==> src/hw/rtl/lcac_pkg.sv <==
`timescale 1ns / 1ps
// ----------------------------------------------------------------------------
// lcac_pkg
// Shared types and constants for the lru cache access cost unit.
// ----------------------------------------------------------------------------
package lcac_pkg;

    localparam int KEY_WIDTH  = 32;
    localparam int CFG_WIDTH  = 6;
    localparam int COST_WIDTH = 3;
    localparam int SUM_WIDTH  = 32;

    localparam logic [COST_WIDTH-1:0] HIT_COST  = 3'd1;
    localparam logic [COST_WIDTH-1:0] MISS_COST = 3'd5;
    localparam logic [SUM_WIDTH-1:0]  SUM_MAX   = 32'hFFFF_FFFF;

    // one access item
    typedef struct packed {
        logic [KEY_WIDTH-1:0] city_key;
        logic                 start_new;
    } in_item_t;

    // one result item
    typedef struct packed {
        logic                  hit;
        logic [COST_WIDTH-1:0] access_cost;
        logic [SUM_WIDTH-1:0]  total_cost;
    } out_item_t;

    // control from the top level to the lookup engine
    typedef struct packed {
        logic                 start;
        logic                 start_new;
        logic [CFG_WIDTH-1:0] cache_size;
        logic                 take;
    } eng_req_t;

    // status from the lookup engine to the top level
    typedef struct packed {
        logic ready;
        logic done;
        logic hit;
    } eng_rsp_t;

endpackage

==> src/hw/rtl/lcac_ram.sv <==
`timescale 1ns / 1ps
// ----------------------------------------------------------------------------
// lcac_ram
// Generic simple dual-port ram, one write and one read port, registered read.
// ----------------------------------------------------------------------------
module lcac_ram #(
    parameter int WIDTH = 37,
    parameter int DEPTH = 32
) (
    input  logic                                   aclk,
    input  logic                                   we,
    input  logic [(DEPTH > 1 ? $clog2(DEPTH) : 1)-1:0] waddr,
    input  logic [WIDTH-1:0]                       wdata,
    input  logic [(DEPTH > 1 ? $clog2(DEPTH) : 1)-1:0] raddr,
    output logic [WIDTH-1:0]                       rdata
);

    logic [WIDTH-1:0] mem [DEPTH];

    // write port and registered read port
    always_ff @(posedge aclk) begin
        if (we) begin
            mem[waddr] <= wdata;
        end
        rdata <= mem[raddr];
    end

endmodule

==> src/hw/rtl/lcac_engine.sv <==
`timescale 1ns / 1ps
// ----------------------------------------------------------------------------
// lcac_engine
// Lookup and recency engine: a scan pass over the entry memory finds the hit,
// free slot and victim, then a write-back pass ages entries and installs the key.
// ----------------------------------------------------------------------------
module lcac_engine #(
    parameter int ENTRIES   = 32,
    parameter int TAG_WIDTH = 32
) (
    input  logic                 aclk,
    input  logic                 aresetn,
    input  lcac_pkg::eng_req_t   req,
    input  logic [TAG_WIDTH-1:0] key,
    output lcac_pkg::eng_rsp_t   rsp
);

    import lcac_pkg::*;

    localparam int IDX_W = (ENTRIES > 1) ? $clog2(ENTRIES) : 1;
    localparam int REC_W = IDX_W;
    localparam int CNT_W = $clog2(ENTRIES + 1);
    localparam int MEM_W = TAG_WIDTH + REC_W;

    typedef enum logic [2:0] {
        ST_IDLE,
        ST_SCAN,
        ST_DECIDE,
        ST_UPDATE,
        ST_DONE
    } state_t;

    state_t state_reg, state_next;

    logic [ENTRIES-1:0]   valid_reg;
    logic [TAG_WIDTH-1:0] key_reg;
    logic [CNT_W-1:0]     cap_reg;
    logic [CNT_W-1:0]     issue_reg;
    logic                 rv_reg;
    logic                 rlast_reg;
    logic [IDX_W-1:0]     ridx_reg;
    logic                 hit_reg;

    // scan trackers
    logic                 found_reg;
    logic [IDX_W-1:0]     found_idx_reg;
    logic [REC_W-1:0]     found_rec_reg;
    logic [CNT_W-1:0]     count_reg;
    logic                 free_found_reg;
    logic [IDX_W-1:0]     free_idx_reg;
    logic                 victim_found_reg;
    logic [IDX_W-1:0]     victim_idx_reg;
    logic [REC_W-1:0]     victim_rec_reg;

    // write-back plan
    logic [IDX_W-1:0]     slot_reg;
    logic [REC_W-1:0]     limit_reg;
    logic                 age_all_reg;

    logic                 issue_go;
    logic [IDX_W-1:0]     issue_idx;
    logic                 last_data;
    logic [CNT_W-1:0]     cap_now;
    logic                 rd_vbit;
    logic [TAG_WIDTH-1:0] rd_tag;
    logic [REC_W-1:0]     rd_rec;
    logic [MEM_W-1:0]     rdata;
    logic                 ram_we;
    logic [MEM_W-1:0]     ram_wdata;

    // entry memory: tag and recency rank per entry
    lcac_ram #(
        .WIDTH (MEM_W),
        .DEPTH (ENTRIES)
    ) u_entry_ram (
        .aclk  (aclk),
        .we    (ram_we),
        .waddr (ridx_reg),
        .wdata (ram_wdata),
        .raddr (issue_idx),
        .rdata (rdata)
    );

    // read pipe shared by both passes
    assign issue_go  = ((state_reg == ST_SCAN) || (state_reg == ST_UPDATE))
                       && (issue_reg < CNT_W'(ENTRIES));
    assign issue_idx = issue_reg[IDX_W-1:0];
    assign last_data = rv_reg && rlast_reg;
    assign rd_tag    = rdata[MEM_W-1:REC_W];
    assign rd_rec    = rdata[REC_W-1:0];
    assign rd_vbit   = valid_reg[ridx_reg];

    // capacity clipped to the number of entries
    always_comb begin
        if (32'(req.cache_size) > 32'(ENTRIES)) begin
            cap_now = CNT_W'(ENTRIES);
        end else begin
            cap_now = CNT_W'(req.cache_size);
        end
    end

    // write-back: install key at the slot, age the younger valid entries on a hit or all of them on a miss
    always_comb begin
        ram_we    = 1'b0;
        ram_wdata = {rd_tag, REC_W'(rd_rec + 1'b1)};
        if ((state_reg == ST_UPDATE) && rv_reg) begin
            if (ridx_reg == slot_reg) begin
                ram_we    = 1'b1;
                ram_wdata = {key_reg, {REC_W{1'b0}}};
            end else if (rd_vbit && (age_all_reg || (rd_rec < limit_reg))) begin
                ram_we = 1'b1;
            end
        end
    end

    // next state
    always_comb begin
        state_next = state_reg;
        unique case (state_reg)
            ST_IDLE: begin
                if (req.start) begin
                    state_next = (cap_now == '0) ? ST_DONE : ST_SCAN;
                end
            end
            ST_SCAN: begin
                if (last_data) begin
                    state_next = ST_DECIDE;
                end
            end
            ST_DECIDE: begin
                state_next = ST_UPDATE;
            end
            ST_UPDATE: begin
                if (last_data) begin
                    state_next = ST_DONE;
                end
            end
            ST_DONE: begin
                if (req.take) begin
                    state_next = ST_IDLE;
                end
            end
            default: begin
                state_next = ST_IDLE;
            end
        endcase
    end

    // state, read pipe, trackers and valid bits
    always_ff @(posedge aclk) begin
        if (!aresetn) begin
            state_reg <= ST_IDLE;
            valid_reg <= '0;
            issue_reg <= '0;
            rv_reg    <= 1'b0;
            rlast_reg <= 1'b0;
            hit_reg   <= 1'b0;
        end else begin
            state_reg <= state_next;
            rv_reg    <= issue_go;
            rlast_reg <= issue_go && (issue_reg == CNT_W'(ENTRIES - 1));
            ridx_reg  <= issue_idx;
            if (issue_go) begin
                issue_reg <= issue_reg + 1'b1;
            end

            unique case (state_reg)
                ST_IDLE: begin
                    if (req.start) begin
                        key_reg          <= key;
                        cap_reg          <= cap_now;
                        issue_reg        <= '0;
                        hit_reg          <= 1'b0;
                        found_reg        <= 1'b0;
                        count_reg        <= '0;
                        free_found_reg   <= 1'b0;
                        victim_found_reg <= 1'b0;
                        if (req.start_new) begin
                            valid_reg <= '0;
                        end
                    end
                end
                ST_SCAN: begin
                    if (rv_reg) begin
                        if (rd_vbit) begin
                            count_reg <= count_reg + 1'b1;
                            if (!found_reg && (rd_tag == key_reg)) begin
                                found_reg     <= 1'b1;
                                found_idx_reg <= ridx_reg;
                                found_rec_reg <= rd_rec;
                            end
                            if (!victim_found_reg || (rd_rec > victim_rec_reg)) begin
                                victim_found_reg <= 1'b1;
                                victim_idx_reg   <= ridx_reg;
                                victim_rec_reg   <= rd_rec;
                            end
                        end else if (!free_found_reg) begin
                            free_found_reg <= 1'b1;
                            free_idx_reg   <= ridx_reg;
                        end
                    end
                end
                ST_DECIDE: begin
                    issue_reg <= '0;
                    priority if (found_reg) begin
                        hit_reg     <= 1'b1;
                        slot_reg    <= found_idx_reg;
                        limit_reg   <= found_rec_reg;
                        age_all_reg <= 1'b0;
                    end else if ((count_reg < cap_reg) && free_found_reg) begin
                        slot_reg                <= free_idx_reg;
                        valid_reg[free_idx_reg] <= 1'b1;
                        age_all_reg             <= 1'b1;
                    end else begin
                        slot_reg    <= victim_idx_reg;
                        age_all_reg <= 1'b1;
                    end
                end
                ST_UPDATE: begin
                end
                ST_DONE: begin
                end
                default: begin
                end
            endcase
        end
    end

    assign rsp.ready = (state_reg == ST_IDLE);
    assign rsp.done  = (state_reg == ST_DONE);
    assign rsp.hit   = hit_reg;

`ifndef SYNTHESIS
    // memory is written only during the write-back pass
    assert property (@(posedge aclk) disable iff (!aresetn)
        ram_we |-> (state_reg == ST_UPDATE))
        else $error("entry memory written outside write-back pass");

    // the chosen slot holds a valid entry through the write-back pass
    assert property (@(posedge aclk) disable iff (!aresetn)
        (state_reg == ST_DECIDE) |=> valid_reg[slot_reg])
        else $error("chosen slot not valid after decision");

    // a finished result waits unchanged until taken
    assert property (@(posedge aclk) disable iff (!aresetn)
        (rsp.done && !req.take) |=> (rsp.done && $stable(hit_reg)))
        else $error("finished result dropped or changed before take");

    // neither pass starts new reads after its last one
    assert property (@(posedge aclk) disable iff (!aresetn)
        last_data |=> !rv_reg)
        else $error("read pipe not drained after last entry");
`endif

endmodule

==> src/hw/rtl/lru_cache_access_cost_unit.sv <==
`timescale 1ns / 1ps
// ----------------------------------------------------------------------------
// lru_cache_access_cost_unit
// Fully associative lru cache model that reports hit, access cost and a
// saturating running total for each key access.
// ----------------------------------------------------------------------------
// An accepted access runs a scan pass, a decision state and a write-back
// pass before its result lands in the output register, or skips the passes
// when cache_size is zero. The next item is accepted only once that result
// is taken, so an access never overlaps the one before it.
// The pace is set by the entry memory's single read port: every access runs
// one scan pass over all entries (tag compare, free slot and oldest entry) and
// one write-back pass (recency aging and key install), one entry a cycle each.
// A finished access waits while the output register holds a result that is
// not taken, and the input stalls for that time. Entry valid bits are
// flip-flops, so no clearing pass follows reset and start_new clears the
// cache at once.
module lru_cache_access_cost_unit #(
    parameter int ENTRIES   = 32,
    parameter int TAG_WIDTH = 32
) (
    input  logic                               aclk,
    input  logic                               aresetn,
    input  logic                               s_valid,
    output logic                               s_ready,
    input  lcac_pkg::in_item_t                 s_item,
    output logic                               m_valid,
    input  logic                               m_ready,
    output lcac_pkg::out_item_t                m_item,
    input  logic                               cfg_valid,
    output logic                               cfg_ready,
    input  logic [lcac_pkg::CFG_WIDTH-1:0]     cfg_data
);

    import lcac_pkg::*;

    logic [CFG_WIDTH-1:0]  cache_size_reg;
    logic [SUM_WIDTH-1:0]  sum_reg;
    logic                  m_valid_reg;
    out_item_t             m_item_reg;

    eng_req_t              req;
    eng_rsp_t              rsp;
    logic                  s_accept;
    logic [COST_WIDTH-1:0] cost;
    logic [SUM_WIDTH:0]    sum_wide;
    logic [SUM_WIDTH-1:0]  sum_next;

    assign cfg_ready = 1'b1;
    assign s_ready   = rsp.ready;
    assign s_accept  = s_valid && rsp.ready;

    // engine control
    assign req.start      = s_accept;
    assign req.start_new  = s_item.start_new;
    assign req.cache_size = cache_size_reg;
    assign req.take       = rsp.done && (!m_valid_reg || m_ready);

    lcac_engine #(
        .ENTRIES   (ENTRIES),
        .TAG_WIDTH (TAG_WIDTH)
    ) u_engine (
        .aclk    (aclk),
        .aresetn (aresetn),
        .req     (req),
        .key     (TAG_WIDTH'(s_item.city_key)),
        .rsp     (rsp)
    );

    // cost and saturating total
    assign cost     = rsp.hit ? HIT_COST : MISS_COST;
    assign sum_wide = {1'b0, sum_reg} + (SUM_WIDTH + 1)'(cost);
    assign sum_next = sum_wide[SUM_WIDTH] ? SUM_MAX : sum_wide[SUM_WIDTH-1:0];

    // control registers
    always_ff @(posedge aclk) begin
        if (!aresetn) begin
            cache_size_reg <= '0;
            sum_reg        <= '0;
            m_valid_reg    <= 1'b0;
        end else begin
            if (cfg_valid && cfg_ready) begin
                cache_size_reg <= cfg_data;
            end
            if (s_accept && s_item.start_new) begin
                sum_reg <= '0;
            end else if (req.take) begin
                sum_reg <= sum_next;
            end
            if (req.take) begin
                m_valid_reg <= 1'b1;
            end else if (m_ready) begin
                m_valid_reg <= 1'b0;
            end
        end
    end

    // output item register
    always_ff @(posedge aclk) begin
        if (req.take) begin
            m_item_reg.hit         <= rsp.hit;
            m_item_reg.access_cost <= cost;
            m_item_reg.total_cost  <= sum_next;
        end
    end

    assign m_valid = m_valid_reg;
    assign m_item  = m_item_reg;

`ifndef SYNTHESIS
    // reported cost matches the hit flag
    assert property (@(posedge aclk) disable iff (!aresetn)
        m_valid_reg |-> ((m_item_reg.hit && (m_item_reg.access_cost == HIT_COST))
                      || (!m_item_reg.hit && (m_item_reg.access_cost == MISS_COST))))
        else $error("access cost does not match hit flag");

    // total moves only on a start_new clear or a finished access
    assert property (@(posedge aclk) disable iff (!aresetn)
        (!s_accept && !req.take) |=> $stable(sum_reg))
        else $error("running total changed without an access");

    // a finished access always lands in the output register
    assert property (@(posedge aclk) disable iff (!aresetn)
        req.take |=> (m_valid_reg && (m_item_reg.total_cost == sum_reg)))
        else $error("result not loaded with current total");
`endif

endmodule

==> config.mk <==
export PLATFORM = sky130hd
export DESIGN_NAME = lru_cache_access_cost_unit
export DESIGN_NICKNAME = d
export VERILOG_FILES = /design/src/hw/rtl/lcac_pkg.sv /design/src/hw/rtl/lcac_ram.sv /design/src/hw/rtl/lcac_engine.sv /design/src/hw/rtl/lru_cache_access_cost_unit.sv
export SDC_FILE = /design/constraint.sdc
export NUM_CORES = 1
export LEC_CHECK = 0
export BUFFER_PORTS_ARGS = -buffer_cell sky130_fd_sc_hd__buf_2
export CAP_MARGIN = 5
export CORE_MARGIN = 2
export CORE_UTILIZATION = 55
export DETAILED_ROUTE_END_ITERATION = 7
export PLACE_DENSITY = 0.79
export SLEW_MARGIN = 15
export SYNTH_ARGS = -nofsm -noshare
export SYNTH_HDL_FRONTEND = slang
export SYNTH_HIERARCHICAL = 1
export SYNTH_SLANG_ARGS = --single-unit
==> constraint.sdc <==
create_clock -name aclk -period 4.3 [get_ports aclk]
set_clock_uncertainty 0.05 [all_clocks]
set_input_delay 1.29 -clock aclk [delete_from_list [all_inputs] [get_ports aclk]]
set_output_delay 1.29 -clock aclk [all_outputs]
set_load 0.005 [all_outputs]
==> impl_metrics.py, run 1 <==
metrics = {
    "run_status": {
        "run_status": "finished clean",
    },
    "worst_setup_path": {
        "critPathSlowestCell": "sky130_fd_sc_hd__or3b_2",
        "cp_max_fo": 16,
        "timing.setup.critical_path_class": "reg -> reg",
        "setup.worst_path.start": "u_engine/ridx_reg[2]",
        "worst_setup_path_start_kind": "register",
        "worstSetupEndpointType": "register",
        "total_stage_count_of_the_critical_path": 10,
        "rrSetupSlack_ps": 160,
        "cp.required_ps": 4700,
        "stage_delay_of_the_slowest_cell_on_the_critical_path_ps": 680,
        "critical_path.reg2reg.startpoint": "u_engine/ridx_reg[2]",
        "critical_path.top_delay_family": "simple AND/OR/NAND/NOR gates",
        "ff2ff_path_depth": 10,
        "cp-endpoint": "u_engine/u_entry_ram/mem[8][13]",
        "worst_r2r_endpoint": "u_engine/u_entry_ram/mem[8][13]",
        "worstPathCellList": "and2_1 > a22oi_1 > nand4b_1 > a21oi_1 > nor3_1 > o41ai_1 > buf_4 > or3b_2 > nor2_4 > buf_12",
        "worstPathArrival_ps": 4540,
        "cp.buffers_inverters": 2,
    },
    "cts": {
        "clock_latency_ps": 760,
        "clock_root_buffer": "sky130_fd_sc_hd__clkbuf_16",
        "cts.path.max_buffers": 3,
        "cts_repair_resize_count": 0,
        "cts_sink_cnt": 1426,
        "worst_path_clk_slew_ps": 60,
        "ctsHtreeMaxLevel": 4,
        "cts_tree": "built",
        "cts_inserted_buffers": 142,
    },
    "hold_path": {
        "holdCritPathClass": "reg -> reg",
    },
    "global_routing": {
        "grt_antenna_before_repair": 0,
        "first_global_vias": 31400,
        "grt_pass1_wl_um": 196000,
        "largest_net_degree_at_the_start_of_global_routing": 80,
        "globalRouteOverflowTotal": 0,
        "grt.total_usage_pct": 24.6,
    },
    "drt": {
        "wl_per_cell_um": 25.5,
        "wirelength_um": 132000,
        "drt_drc_violations_left": 0,
        "detailroute.via_count": 32000,
        "initial_drt_markers": 3952,
        "final_antenna_net_count": 0,
        "mean_number_of_vias_per_cell": 6.20,
        "drtPass1Iterations": 6,
    },
    "sta": {
        "postLayoutSetupSlackWorst_ps": 164,
        "timing.final.max_slew_violations": 0,
        "worst_slew_pin_slew_ps": 1100,
        "period_needed_ps": 4140,
        "max-slew-margin-rel_pct": 26.5,
        "total_setup_violations_reported_at_the_end_of_the_flow": 0,
        "hold_ws_ps": 370,
        "final_hold_viol_count": 0,
        "maxClockFrequency_mhz": 242,
        "rsz0062_at_grt": "false",
        "final_min_period_over_clock_period_pct": 96.2,
    },
    "yosys": {
        "ys_ff_latch": 1426,
        "synth_enable_flop_cells": 1306,
        "postSynthCellCount": 3518,
        "synth_async_sr_flop_share_pct": 0,
        "ys.flop_type": "sky130_fd_sc_hd__edfxtp_1",
        "synthesis.area_um2": 56800,
        "synth_commonest_cells": "1306 x sky130_fd_sc_hd__edfxtp_1, 620 x sky130_fd_sc_hd__mux2i_1, 179 x sky130_fd_sc_hd__a21oi_1, 175 x sky130_fd_sc_hd__nand2_1, 142 x sky130_fd_sc_hd__nand3_1",
        "yosysWarnings": 6,
        "yosys.cell_count.top_type": "sky130_fd_sc_hd__edfxtp_1",
        "seq_area_frac_synth_pct": 73.3,
        "synth_top_area_cells": "sky130_fd_sc_hd__edfxtp_1 69%, sky130_fd_sc_hd__mux2i_1 11%, sky130_fd_sc_hd__dfxtp_1 4.2%, sky130_fd_sc_hd__a21oi_1 1.6%, sky130_fd_sc_hd__a22oi_1 1.5%",
        "yosys.area.top_type_share_pct": 69.0,
        "synth_cell_types": 70,
        "synthesis.area_per_instance_um2": 16.1,
        "synth_area_leader_cell": "sky130_fd_sc_hd__edfxtp_1",
    },
    "die": {
        "dieHeight_um": 325,
        "initial_cell_density_of_the_core_pct": 55.6,
        "design.die.area_um2": 106000,
        "fp-row-count": 117,
        "num_io_pins": 83,
        "core_area_um2": 102000,
        "die_width_um": 325,
    },
    "power_and_ir_drop": {
        "irDropWorstVdd_mv": 0.342,
        "power.density_nw_per_um2": 459,
        "leakage_nw": 20.5,
    },
    "cells_and_area": {
        "number_of_antenna_diodes": 0,
        "drive_above_1_share_pct": 13.7,
        "final_stage_net_count": 3748,
        "layout-area-overhead-vs-synth_pct": 12.9,
        "largest_register_ffs": 1184,
    },
    "place": {
        "port_buffers": 79,
        "placement.setup.worst_slack_ps": 195,
        "detailedPlacementHpwl_um": 78100,
        "final_wtd_congestion": 0.841,
    },
    "run": {
        "maxCapViolCount": 0,
    },
}
-- worst register-to-register path, stage by stage (launching register included) --
cell	delay, ps
sky130_fd_sc_hd__edfxtp_1	600
sky130_fd_sc_hd__and2_1	310
sky130_fd_sc_hd__a22oi_1	220
sky130_fd_sc_hd__nand4b_1	130
sky130_fd_sc_hd__a21oi_1	220
sky130_fd_sc_hd__nor3_1	130
sky130_fd_sc_hd__o41ai_1	510
sky130_fd_sc_hd__buf_4	220
sky130_fd_sc_hd__or3b_2	680
sky130_fd_sc_hd__nor2_4	510
sky130_fd_sc_hd__buf_12	240
-- routing by layer --
| metal | vias up | global-route usage (%) | routed length [µm] |
|---|---|---|---|
| li1 | 14000 | - | - |
| met4 | 0 | 8.80 | 4090 |
| met1 | 16100 | 33.1 | 51800 |
| met2 | 1680 | 39.8 | 63400 |
| met5 | - | 0 | 0 |
| met3 | 254 | 5.51 | 12800 |
-- power by group --
group          internal (mW)  switching [mW]  total (mW)
Clock                   6.91            5.21        12.1
Combinational          0.690            1.19        1.88
Sequential              15.4           0.115        15.5
-- worst min path at each step --
stage / to / slack (ps) / depth (start not counted) / startpoint
detailed placement: u_engine/limit_reg[3] / 360 / 0 / u_engine/found_rec_reg[3]
finish: u_engine/limit_reg[3] / 370 / 0 / u_engine/found_rec_reg[3]
global route: u_engine/limit_reg[0] / 390 / 0 / u_engine/found_rec_reg[0]
floorplan: u_engine/limit_reg[0] / 350 / 0 / u_engine/found_rec_reg[0]
global placement: u_engine/limit_reg[0] / 350 / 0 / u_engine/found_rec_reg[0]
CTS: u_engine/limit_reg[3] / 370 / 0 / u_engine/found_rec_reg[3]
-- area by class of cell --
class | instances | area (µm²)
Sequential cell | 1426 | 41600
Fill cell | 7029 | 38000
Multi-Input combinational cell | 1872 | 14200
Clock buffer | 183 | 3840
Timing Repair Buffer | 216 | 1870
Tap cell | 1368 | 1710
Clock inverter | 75 | 774
Inverter | 27 | 101
-- cells in the final DEF, fill, tap and decap left out, types with 74 or more instances in the layout --
cell	synthesis	final
sky130_fd_sc_hd__a21oi_1	179	179
sky130_fd_sc_hd__a22o_1	74	74
sky130_fd_sc_hd__a22oi_1	115	115
sky130_fd_sc_hd__buf_2	49	79
sky130_fd_sc_hd__buf_4	27	101
sky130_fd_sc_hd__clkbuf_16	0	142
sky130_fd_sc_hd__dfxtp_1	120	119
sky130_fd_sc_hd__edfxtp_1	1306	1306
sky130_fd_sc_hd__mux2i_1	620	620
sky130_fd_sc_hd__nand2_1	175	174
sky130_fd_sc_hd__nand3_1	142	142
sky130_fd_sc_hd__nor2_1	138	105
-- kinds of logic after synthesis --
family | Yosys count | share of synthesized area [%]
adder cells (fa/ha/maj) | 19 | 0.418
buffers and inverters | 221 | 2.28
XOR/XNOR | 69 | 1.06
flip-flops | 1426 | 73.3
AND/OR/NAND/NOR | 641 | 5.54
other | 2 | 0.0132
multiplexers | 652 | 11.7
AO/OA/AOI/OAI | 488 | 5.68
-- per-stage QoR --
step / power [mW] / setup TNS, ps / utilization [%] / std cells / area, µm²
floorplan: 17.1 / -82550 / - / 3519 / 56800
global placement: 17.6 / 0 / 58.2 / 4905 / 59500
detailed placement: 17.6 / 0 / 58.2 / 4905 / 59500
CTS: 29.6 / 0 / 62.7 / 5163 / 64100
global route: 30.2 / 0 / 62.8 / 5167 / 64100
finish: 29.5 / 0 / 62.8 / 5167 / 64100
-- timing repair --
item | 4_1_cts | 5_1_grt
endpoints found under the setup margin | 0 | 82
hold endpoints to repair | 0 | 0
hold buffers | 0 | 0
buffers inserted | 0 | 4
No activity file was read; power rests on OpenSTA's default activity.
==> run 2, diff against run 1 <==
Settings changed: CORE_UTILIZATION 55 to 50, PLACE_DENSITY 0.79 to 0.73.
==> impl_metrics.py, run 2 (synthesis results as in run 1) <==
metrics = {
    "place": {
        "final_wtd_congestion": 0.824,
        "placement.setup.worst_slack_ps": 372,
        "detailedPlacementHpwl_um": 77500,
        "place_area_um2": 59500,
        "port_buffers": 79,
    },
    "sta": {
        "period_needed_ps": 4050,
        "rsz0062_at_grt": "false",
        "maxClockFrequency_mhz": 247,
        "final_hold_viol_count": 0,
        "timing.final.max_slew_violations": 0,
        "max-slew-margin-rel_pct": 26.9,
        "final_min_period_over_clock_period_pct": 94.2,
        "hold_ws_ps": 352,
        "postLayoutSetupSlackWorst_ps": 251,
        "total_setup_violations_reported_at_the_end_of_the_flow": 0,
        "worst_slew_pin_slew_ps": 1090,
    },
    "die": {
        "dieHeight_um": 341,
        "die_width_um": 341,
        "core_area_um2": 113000,
        "fp-row-count": 123,
        "initial_cell_density_of_the_core_pct": 50.4,
        "design.die.area_um2": 116000,
        "num_io_pins": 83,
    },
    "worst_setup_path": {
        "worst_setup_path_start_kind": "register",
        "worstPathArrival_ps": 4420,
        "worstSetupEndpointType": "register",
        "stage_delay_of_the_slowest_cell_on_the_critical_path_ps": 760,
        "critical_path.top_delay_family": "simple AND/OR/NAND/NOR gates",
        "critPathSlowestCell": "sky130_fd_sc_hd__edfxtp_1",
        "timing.setup.critical_path_class": "reg -> reg",
        "cp_max_fo": 37,
        "worstPathCellList": "mux2i_1 > a211oi_1 > nand2_1 > a21oi_1 > nor3_1 > o41ai_1 > buf_4 > or3b_2 > nor2_4 > buf_12",
        "cp.required_ps": 4670,
        "cp.buffers_inverters": 2,
    },
    "drt": {
        "wirelength_um": 133000,
        "drt_drc_violations_left": 0,
        "routed-wl-met3_um": 10800,
        "detail_route.wirelength.met1_um": 55700,
        "met2RoutedLength_um": 63400,
        "drtPass1Iterations": 6,
        "mean_number_of_vias_per_cell": 5.97,
        "highest_layer": "met4",
        "final_antenna_net_count": 0,
        "detailroute.via_count": 31600,
        "initial_drt_markers": 3437,
        "wl_per_cell_um": 25.1,
    },
    "cts": {
        "clock_latency_ps": 770,
        "worst_path_clk_slew_ps": 60,
        "cts_inserted_buffers": 144,
        "postCtsSetupRepairBufs": 0,
        "cts.path.max_buffers": 3,
        "clock_root_buffer": "sky130_fd_sc_hd__clkbuf_16",
        "cts_repair_resize_count": 0,
        "cts_sink_cnt": 1426,
        "cts_tree": "built",
        "postCtsHoldBufs": 0,
        "ctsHtreeMaxLevel": 4,
    },
    "cells_and_area": {
        "number_of_antenna_diodes": 0,
        "layout-area-overhead-vs-synth_pct": 12.8,
        "final_common_cell": "sky130_fd_sc_hd__edfxtp_1",
        "finished_layout_cell_area_um2": 64100,
        "final_util_pct": 56.9,
        "n_fill_cell": 8448,
        "largest_register_ffs": 1184,
        "leading_cell_types_in_the_layout_fill_and_taps_excluded": "1306 x sky130_fd_sc_hd__edfxtp_1, 620 x sky130_fd_sc_hd__mux2i_1, 179 x sky130_fd_sc_hd__a21oi_1",
        "final_stage_net_count": 3738,
        "drive_above_1_share_pct": 13.5,
    },
    "global_routing": {
        "grt.total_usage_pct": 22.7,
        "largest_net_degree_at_the_start_of_global_routing": 117,
        "globalRouteOverflowTotal": 0,
        "grt_antenna_before_repair": 0,
        "grt_pass1_wl_um": 197000,
        "first_global_vias": 30800,
    },
    "hold_path": {
        "holdCritPathClass": "reg -> reg",
    },
    "power_and_ir_drop": {
        "power.density_nw_per_um2": 459,
        "leakage_nw": 20.4,
        "irDropWorstVdd_mv": 0.394,
    },
    "run": {
        "maxCapViolCount": 0,
    },
    "run_status": {
        "run_status": "finished clean",
    },
}
[run 2: path summary, 6_finish.rpt]
check / slack [ps] / start / cells after the start / endpoint
max: 250 / u_engine/ridx_reg[1] / 10 / u_engine/u_entry_ram/mem[28][22]
min: 350 / u_engine/found_rec_reg[3] / 0 / u_engine/limit_reg[3]
max reg2reg: 250 / u_engine/ridx_reg[1] / 10 / u_engine/u_entry_ram/mem[28][22]
min reg2reg: 350 / u_engine/found_rec_reg[3] / 0 / u_engine/limit_reg[3]
[run 2: layout make-up]
class	instances	area (µm²)	share of cell area (%)
Clock buffer	201	3990	6.22
Timing Repair Buffer	204	1680	2.63
Clock inverter	62	623	0.972
Multi-Input combinational cell	1872	14200	22.2
Tap cell	1500	1880	2.93
Inverter	27	101	0.158
Sequential cell	1426	41600	64.9
[run 2: routing by layer]
metal,track usage [%],vias to the layer above
li1,-,14000
met1,31.9,16000
met2,36.3,1403
met3,4.14,198
met4,6.42,0
met5,0,-
[run 2: power by group]
part | leakage [nW] | switching [mW] | total [mW] | internal [mW]
Clock | 2.24 | 5.26 | 12.1 | 6.86
Combinational | 5.38 | 1.16 | 1.85 | 0.692
Sequential | 12.8 | 0.130 | 15.5 | 15.4
Total | 20.4 | 6.55 | 29.5 | 22.9
[run 2: per-stage QoR]
stage | power [mW] | setup TNS, ps | cells
2_1_floorplan | 17.1 | -82550 | 3519
3_3_place_gp | 17.6 | 0 | 5029
3_5_place_dp | 17.6 | 0 | 5029
4_1_cts | 29.6 | 0 | 5292
5_1_grt | 30.3 | 0 | 5292
6_report | 29.5 | 0 | 5292
